### config.mk
export PLATFORM = sky130hd
export DESIGN_NAME = double_ended_priority_queue_core
export DESIGN_NICKNAME = d
export VERILOG_FILES = /design/src/rtl/depq_pkg.sv /design/src/rtl/double_ended_priority_queue_core.sv
export SDC_FILE = /design/constraint.sdc
export NUM_CORES = 1
export LEC_CHECK = 0
export ABC_AREA = 0
export BUFFER_PORTS_ARGS = -buffer_cell sky130_fd_sc_hd__buf_2
export CAP_MARGIN = 20
export CORE_UTILIZATION = 60
export DETAILED_ROUTE_END_ITERATION = 12
export GPL_TIMING_DRIVEN = 1
export PLACE_DENSITY = 0.79
export RECOVER_POWER = 25
export SYNTH_ARGS = -nofsm -noshare
export SYNTH_HDL_FRONTEND = slang
export SYNTH_SLANG_ARGS = --single-unit
### constraint.sdc
create_clock -name clock -period 12.2 [get_ports clock]
set_input_delay 2.44 -clock clock [delete_from_list [all_inputs] [get_ports clock]]
set_output_delay 2.44 -clock clock [all_outputs]
set_load 0.01 [all_outputs]
### src/rtl/depq_pkg.sv
// Shared types, codes and defaults for the double-ended priority queue.
package depq_pkg;

   localparam int DEFAULT_CAPACITY      = 16;
   localparam int DEFAULT_PRIORITY_BITS = 16;

   localparam int ITEM_W     = 32;
   localparam int REQ_PRIO_W = 16;
   localparam int RSP_CNT_W  = 5;

   typedef enum logic [1:0] {
      CMD_INSERT     = 2'd0,
      CMD_REMOVE_MAX = 2'd1,
      CMD_REMOVE_MIN = 2'd2,
      CMD_CLEAR      = 2'd3
   } depq_cmd_type;

   typedef enum logic [1:0] {
      STATUS_OK    = 2'd0,
      STATUS_FULL  = 2'd1,
      STATUS_EMPTY = 2'd2
   } depq_status_type;

   typedef struct packed {
      depq_cmd_type             command;
      logic signed [ITEM_W-1:0] item_value;
      logic [REQ_PRIO_W-1:0]    priority_req;
   } depq_req_type;

   typedef struct packed {
      depq_status_type          status;
      logic signed [ITEM_W-1:0] removed_item;
      logic [RSP_CNT_W-1:0]     count;
   } depq_rsp_type;

endpackage

### src/rtl/double_ended_priority_queue_core.sv
// Double-ended priority queue: sorted ring in one synchronous memory.
// Refused commands and clear strobe the result in the cycle after the transfer; removals
// pass through ST_REMOVE first. An insert alternates ST_INS_RD and ST_INS_CMP, shifting
// entries one place towards the tail, until it reaches the head or stops short.
// Throughput: one command at a time; busy is low again in the cycle of the strobe.
// The receiver cannot stall. Synchronous reset empties the queue; memory is left as is.
module double_ended_priority_queue_core
   import depq_pkg::*;
#(
   parameter int CAPACITY      = DEFAULT_CAPACITY,
   parameter int PRIORITY_BITS = DEFAULT_PRIORITY_BITS
) (
   input  logic         clock,
   input  logic         reset,
   input  logic         start,
   output logic         busy,
   input  depq_req_type req_payload,
   output logic         rsp_valid,
   output depq_rsp_type rsp_payload
);

   localparam int AW     = $clog2(CAPACITY);
   localparam int CW     = $clog2(CAPACITY + 1);
   localparam int PRIO_W = (PRIORITY_BITS < REQ_PRIO_W) ? PRIORITY_BITS : REQ_PRIO_W;
   localparam int ENT_W  = ITEM_W + PRIO_W;

   typedef enum logic [3:0] {
      ST_IDLE    = 4'b0001,
      ST_INS_RD  = 4'b0010,
      ST_INS_CMP = 4'b0100,
      ST_REMOVE  = 4'b1000
   } state_type;

   // logical position k from the head, mapped into the ring
   function automatic logic [AW-1:0] phys(input logic [AW-1:0] base,
                                          input logic [CW-1:0] k);
      logic [AW+1:0] s;
      s = {2'b00, base} + {{(AW+2-CW){1'b0}}, k};
      if (s >= (AW+2)'(CAPACITY)) begin
         s = s - (AW+2)'(CAPACITY);
      end
      return s[AW-1:0];
   endfunction

   logic [ENT_W-1:0] mem [CAPACITY];
   logic [ENT_W-1:0] rd_data_ff;
   logic             rd_en;
   logic [AW-1:0]    rd_addr;
   logic             wr_en;
   logic [AW-1:0]    wr_addr;
   logic [ENT_W-1:0] wr_data;

   state_type        state_ff, state_in;
   logic [AW-1:0]    head_ff, head_in;
   logic [CW-1:0]    count_ff, count_in;
   logic [CW-1:0]    hole_ff, hole_in;
   logic [ENT_W-1:0] new_ff, new_in;
   logic             max_ff, max_in;
   logic             rsp_valid_ff, rsp_valid_in;
   depq_rsp_type     rsp_ff, rsp_in;

   logic [CW+RSP_CNT_W-1:0] count_wide;
   logic                    accept;
   logic                    full;
   logic                    empty;
   logic [PRIO_W-1:0]       rd_prio;

   assign accept  = start & state_ff[0];
   assign full    = (count_ff == CW'(CAPACITY));
   assign empty   = (count_ff == '0);
   assign rd_prio = rd_data_ff[PRIO_W-1:0];
   assign count_wide = {{RSP_CNT_W{1'b0}}, count_in};

   always_comb begin
      state_in     = state_ff;
      head_in      = head_ff;
      count_in     = count_ff;
      hole_in      = hole_ff;
      new_in       = new_ff;
      max_in       = max_ff;
      rsp_valid_in = 1'b0;
      rd_en        = 1'b0;
      rd_addr      = head_ff;
      wr_en        = 1'b0;
      wr_addr      = head_ff;
      wr_data      = new_ff;
      rsp_in.status       = STATUS_OK;
      rsp_in.removed_item = '0;
      rsp_in.count        = '0;

      unique case (state_ff)
         ST_IDLE: begin
            if (accept) begin
               unique case (req_payload.command)
                  CMD_INSERT: begin
                     if (full) begin
                        rsp_valid_in  = 1'b1;
                        rsp_in.status = STATUS_FULL;
                     end else begin
                        new_in   = {req_payload.item_value,
                                    req_payload.priority_req[PRIO_W-1:0]};
                        hole_in  = count_ff;
                        state_in = ST_INS_RD;
                     end
                  end
                  CMD_REMOVE_MAX, CMD_REMOVE_MIN: begin
                     if (empty) begin
                        rsp_valid_in  = 1'b1;
                        rsp_in.status = STATUS_EMPTY;
                     end else begin
                        rd_en    = 1'b1;
                        max_in   = (req_payload.command == CMD_REMOVE_MAX);
                        rd_addr  = (req_payload.command == CMD_REMOVE_MAX) ? head_ff :
                                   phys(head_ff, count_ff - CW'(1));
                        state_in = ST_REMOVE;
                     end
                  end
                  CMD_CLEAR: begin
                     count_in     = '0;
                     rsp_valid_in = 1'b1;
                  end
                  default: ;
               endcase
            end
         end
         ST_INS_RD: begin
            if (hole_ff == '0) begin
               // reached the head: new entry outranks everything held
               wr_en        = 1'b1;
               wr_addr      = head_ff;
               count_in     = count_ff + CW'(1);
               rsp_valid_in = 1'b1;
               state_in     = ST_IDLE;
            end else begin
               rd_en    = 1'b1;
               rd_addr  = phys(head_ff, hole_ff - CW'(1));
               state_in = ST_INS_CMP;
            end
         end
         ST_INS_CMP: begin
            wr_en   = 1'b1;
            wr_addr = phys(head_ff, hole_ff);
            // equal priority moves back, so the newer entry sits nearer the head
            if (rd_prio <= new_ff[PRIO_W-1:0]) begin
               wr_data  = rd_data_ff;
               hole_in  = hole_ff - CW'(1);
               state_in = ST_INS_RD;
            end else begin
               count_in     = count_ff + CW'(1);
               rsp_valid_in = 1'b1;
               state_in     = ST_IDLE;
            end
         end
         ST_REMOVE: begin
            count_in            = count_ff - CW'(1);
            rsp_valid_in        = 1'b1;
            rsp_in.removed_item = rd_data_ff[ENT_W-1 -: ITEM_W];
            if (max_ff) begin
               head_in = phys(head_ff, CW'(1));
            end
            state_in = ST_IDLE;
         end
         default: begin
            state_in = ST_IDLE;
         end
      endcase

      rsp_in.count = count_wide[RSP_CNT_W-1:0];
   end

   always_ff @(posedge clock) begin
      if (wr_en) begin
         mem[wr_addr] <= wr_data;
      end
      if (rd_en) begin
         rd_data_ff <= mem[rd_addr];
      end
   end

   always_ff @(posedge clock) begin
      if (reset) begin
         state_ff     <= ST_IDLE;
         head_ff      <= '0;
         count_ff     <= '0;
         hole_ff      <= '0;
         max_ff       <= 1'b0;
         rsp_valid_ff <= 1'b0;
      end else begin
         state_ff     <= state_in;
         head_ff      <= head_in;
         count_ff     <= count_in;
         hole_ff      <= hole_in;
         max_ff       <= max_in;
         rsp_valid_ff <= rsp_valid_in;
      end
   end

   always_ff @(posedge clock) begin
      new_ff <= new_in;
      rsp_ff <= rsp_in;
   end

   assign busy        = ~state_ff[0];
   assign rsp_valid   = rsp_valid_ff;
   assign rsp_payload = rsp_ff;

endmodule

# == Yosys cells after proc, flatten, opt, wreduce, memory -nomap -nowiden ==
# Memory sizes are Yosys's and may differ from the RTL's. A register that Yosys moved wholly into a read port is not among the register bits.
# Cells that the tools add are included.
# classes
n_addsub,11
mux,48
n_reduce_logical,11
magnitude_cmp,5
eq_ne,15
n_bitwise,4
# ops
cell,count
$mux 48,2
$mux 4,13
$mux 5,8
$pmux 5 s4,1
$add 4x5->6,3
$ge 6x5->1 const B,3
$le 16x16->1,1
$pmux 4 s2,2
$sub 4x1->4 const B,4
$mux 1,12
$pmux 4 s3,1
$reduce_and 4->1,3
$logic_not 5->1,2
$pmux 5 s2,1
$sub 5x1->5 const B,2
$ne 2x2->1 const B,3
$ne 3x3->1 const B,2
$add 4x1->5 const B,1
$add 5x1->5 const B,1
$eq 5x5->1 const B,1
$ge 5x5->1 const B,1
$reduce_and 5->1,1
$eq 2x2->1 const B,2
$eq 4x1->1 const B,1
18 further kinds,23
# totals
n_memories,1
ramBits,768
elab_cells,105
input_bits,53
regBits,107
# memory_table
name,depth,word_bits,rd,rd_ports_with_merged_regs,wr,line_no,rtl
mem,16,48,1,1,1,double_ended_priority_queue_core.sv:45,logic [ENT_W-1:0] mem [CAPACITY];

# == Longest topological paths before layout ==
# logic_depth
ltp_word,9
depth_mapped,15
mapped_depth_nobuf,12

# == Worst setup path before layout ==
# Ideal clock, no wire load.
# synth_timing
path_type,input -> register
startpoint,input port req_payload[49] (netlist name)
endpoint,"register rd_data_ff[11], read port of mem, data pin"
required_time_ps,11928
slack_ps,7523
arrival_ps,4404
setup_time_ps,272
stages,12
path_cell_list,inv_1 ha_1 nor2b_1 nand4_2 a311o_1 buf_2 buf_6 buf_4 nand2_1 nand3_1 a32oi_1 o221ai_1
# synth_via
elab_chain_len,6
word_cells_on_any_way,11
classes_between,eq/ne: 2; mux: 8; reduce/logical: 1
# synth_rtl
element,line_no,rtl
start: declaration,double_ended_priority_queue_core.sv:17,"input depq_req_type req_payload,"
$eq 2x1->1,"double_ended_priority_queue_core.sv:94, double_ended_priority_queue_core.sv:113",
$mux 4,double_ended_priority_queue_core.sv:113,rd_addr = (req_payload.command == CMD_REMOVE_MAX) ? head_ff :
$mux 4,double_ended_priority_queue_core.sv:107,if (empty) begin
$mux 4,double_ended_priority_queue_core.sv:94,unique case (req_payload.command)
$mux 4,double_ended_priority_queue_core.sv:93,if (accept) begin
$pmux 4 s2,double_ended_priority_queue_core.sv:91,unique case (state_ff)
end: declaration,double_ended_priority_queue_core.sv:46,logic [ENT_W-1:0] rd_data_ff;
# Several ways; a longest one is shown, not always the timed one.
# A chain may end at the register's enable or synchronous reset.

# == Worst setup path after layout ==
# layout_timing
startpoint,register new_ff[13]
endpoint,"memory mem[3][42] (netlist name), data pin"
# layout_via
elab_chain_len,3
# layout_rtl
element,line_no,rtl
start: declaration,double_ended_priority_queue_core.sv:57,"logic [ENT_W-1:0] new_ff, new_in;"
start signal: assignment,double_ended_priority_queue_core.sv:199,new_ff <= new_in;
$le 16x16->1,double_ended_priority_queue_core.sv:144,if (rd_prio <= new_ff[PRIO_W-1:0]) begin
$mux 48,double_ended_priority_queue_core.sv:144,
$mux 48,double_ended_priority_queue_core.sv:91,
named net wr_data[42],double_ended_priority_queue_core.sv:51,logic [ENT_W-1:0] wr_data;
end: declaration,double_ended_priority_queue_core.sv:45,
# The timed path passes the listed nets, and every way through them passes these cells.

==> flow_summary_export.csv <==
group,metric,value,unit
sta,setup_tns,0,ps
sta,period_minus_slack,6600,ps
worst_setup_path,start_kind,"flip-flop",
synth,netlist-cell-type-count,61,
finish,nets,2862,
synth,synth_area_leaders,"edfxtp_1 (70%), nand2_1 (7.3%), nand3_1 (4.3%)",
sta,finalCritPeriodShare,54.10,%
clock_tree,ctsHoldBuffers,0,
job,drv_cap,7,
floorplan,die_x,250.3,microns
worst_setup_path,rrSetupSlack,5600,ps
detailed_routing,drt_iter0_markers,3067,
floorplan,die_area,62650,sq um
place,port_buffers,93,
global_routing,grt_usage,28.85,%
worst_setup_path,endpoint_kind,"flip-flop",
worst_setup_path,worst_ep_required_time,12540,ps
floorplan,initial_core_util,61.06,%
finish,seqCellArea,27130,sq um
worst_setup_path,regToRegStartpoint,"new_ff[13]",
detailed_routing,route.detailed.drc,0,
synth,syn_nets,2792,
floorplan,die_h,250.3,microns
synth,ys_warn_count,0,
finish,n_fill_cell,3961,
min_path,holdPathEnd,"rsp_payload[32]",
sta,setup_slack,5600,ps
clock_tree,clkTransAtPathRegs,60,ps
sta,worstMarginPinSlew,4326,ps
global_routing,grt_pass1_vias,22937,
floorplan,core-area,60580,sq um
sta,finClkSkew,20.30,ps
outcome,status,"complete, but fails checks",
synth,syn_area,36990,sq um
synth,synth_edf_count,864,
clock_tree,cts_sinks,923,
finish,multi_input_area,9050,sq um
worst_setup_path,cp_data_arrival_time,6940,ps
clock_tree,clock-root-buffer,"clkbuf_16",
detailed_routing,dr.pass1.iters,6,
min_path,hold_start,"rd_data_ff[43]",
finish,drive_gt1_share,9.912,%
min_path,worstHoldPathCells,1,
global_routing,grt_max_degree,180,
synth,ys_seq_area_share,73.33,%
clock_tree,clock_latency,650,ps
clock_tree,post_cts_buffers,0,
sta,fmax,151.5,MHz
worst_setup_path,rr_worst_depth,8,
global_routing,antenna_found_initial,1,
global_routing,grt_pass1_wl,135300,microns
pwr,power.density,155.0,nW/um^2
synth,synth_top_area_share,70.14,%
detailed_routing,avgRoutedWirePerCell,24.82,microns
place,hpwlAfterDp,43260,microns
synth,syn_inst,2701,
sta,final_hold_viol_count,0,
sta,fin_hold_ws,474.7,ps
place,post-place-ws,5337,ps
sta,finalSetupViolations,0,
sta,maxSlewViolCount,242,
clock_tree,cts_buffers,92,
synth,synthFlopType,"edfxtp_1",
pwr,p_leak,14.23,nW
worst_setup_path,reg2reg_to,"mem[3][42]",
synth,synthArstFlopShare,0,%
finish,diodes,0,
detailed_routing,drt_wl_total,90010,microns
finish,area_delta_synth_final,10.83,%
clock_tree,cts_resized,0,
min_path,hp-class,"flip-flop to flip-flop",
synth,synth_seq_cells,923,
worst_setup_path,path_max_fanout,36,
detailed_routing,viasPerCell,6.351,
floorplan,io_pins,94,
detailed_routing,num_vias,23035,
place,gp_congestion,0.8646,
pwr,vdd_drop_max,0.1242,mV
clock_tree,htree_levels,3,
global_routing,gr-total-overflow,0,
floorplan,fp-row-count,90,
detailed_routing,ant_nets,0,
outcome,violations,"max-capacitance violations, max-slew violations",
finish,utilization,67.67,%
synth,yosys.area.top_type,"edfxtp_1",
synth,synth.avg_cell_area,13.70,sq um
clock_tree,cts_tree,"built",
clock_tree,clockBufferDepth,3,
worst_setup_path,crit_type,"flip-flop to flip-flop",
sta,rsz0062_at_grt,"false",
sta,max_slew_margin,-188.4,%
-- cell usage in the layout, fill, tap and decap left out, types with 8 or more instances in the layout --
cell         n
edfxtp_1   864
bufinv_16    9
and2_1      14
nand2_1    719
a31oi_1     13
o21ai_0     11
clkinv_2    21
inv_1       31
buf_4       32
and2_0      22
nor3_1      13
o211ai_1    10
ha_1        35
clkbuf_16   95
o221ai_1    37
mux2i_1    116
clkbuf_1    74
mux2_1      13
nand3_1    319
dfxtp_1     59
clkinv_1    11
mux2_2      34
buf_2       42
a32oi_1     38
nor2_1      30
o22ai_1     13
nor2_4      14
xor2_1       8
a21oi_1     41
-- routing by layer --
| layer | global-route usage, % | routed length [microns] | up-vias |
|---|---|---|---|
| met2 | 45.53 | 42540 | 1497 |
| met5 | 0 | 0 | - |
| met1 | 39.63 | 34060 | 11246 |
| met3 | 4.936 | 9816 | 254 |
| li1 | - | - | 10038 |
| met4 | 13.23 | 3600 | 0 |
-- metrics by stage --
step | instance area, sq um | instances | total power [W]
4_1_cts | 41110 | 3627 | 0.006373
6_report | 41000 | 3627 | 0.006356
3_5_place_dp | 38100 | 3459 | 0.003609
5_1_grt | 41000 | 3627 | 0.006501
3_3_place_gp | 38090 | 3458 | 0.003604
2_1_floorplan | 36990 | 2701 | 0.003574
-- critical path, cell delays in order, from the launching register on --
cell and delay, ps:
edfxtp_1 520, inv_1 100, ha_1 310, and4_1 250
a221oi_1 180, nor3b_1 260, o21ai_0 3100, buf_4 1000
mux2_2 560
-- flip-flops by register name, summed over array words and instances, names as in the netlist --
name / cells
count_ff: 5
head_ff: 4
hole_ff: 5
max_ff: 1
mem: 768
new_ff: 48
rd_data_ff: 48
rsp_payload: 39
rsp_valid: 1
state_ff: 4
-- power by group --
group | internal [W] | switching (W) | total (W)
clock network | 0.00165 | 0.00117 | 0.00281
logic | 0.0000272 | 0.0000636 | 0.0000909
registers | 0.00345 | 0.00000557 | 0.00345
total | 0.00512 | 0.00124 | 0.00636
-- how the worst max path moves through the flow --
stage                     from        endpoint  slack [ps]
2_1_floorplan  req_payload[49]  rd_data_ff[11]        7520
3_3_place_gp   req_payload[48]  rd_data_ff[21]        5520
3_5_place_dp   req_payload[48]  rd_data_ff[30]        5340
4_1_cts        req_payload[48]  rd_data_ff[30]        6010
5_1_grt             new_ff[13]      mem[3][42]        5510
6_report            new_ff[13]      mem[3][42]        5600
-- cell families after synthesis --
kind of cell / count (synthesis) / share of synthesized area [%]
mux: 163 / 4.570
fa+ha+maj: 38 / 1.346
simple gates: 1179 / 13.80
xor+xnor: 16 / 0.3992
buf+inv: 188 / 2.652
flops: 923 / 73.33
compound gates: 194 / 3.903
-- final cells by class --
cell class	count	share of cell area [%]
repair buffers	132	1.727
flip-flops and latches	923	66.17
clock buffers	119	6.141
clock inverters	49	1.212
multi-input cells	1590	22.07
inverters	32	0.2930
well taps	782	2.387
-- synth_stat cells, types with 5 or more instances --
library cell / n
edfxtp_1: 864
nand2_1: 720
nand3_1: 319
mux2i_1: 116
buf_2: 82
dfxtp_1: 59
mux2_2: 47
nor2_1: 44
a21oi_1: 41
a32oi_1: 38
o221ai_1: 38
and2_1: 36
clkbuf_1: 36
ha_1: 35
inv_1: 32
buf_4: 20
a31oi_1: 13
buf_6: 13
nor3_1: 13
o22ai_1: 13
o211ai_1: 10
o21ai_0: 10
xor2_1: 8
a21o_1: 7
nand2b_1: 7
nand4_1: 7
nor2b_1: 7
or3_1: 7
xnor2_1: 7
buf_1: 5
Power figures use the tool's default switching activity.
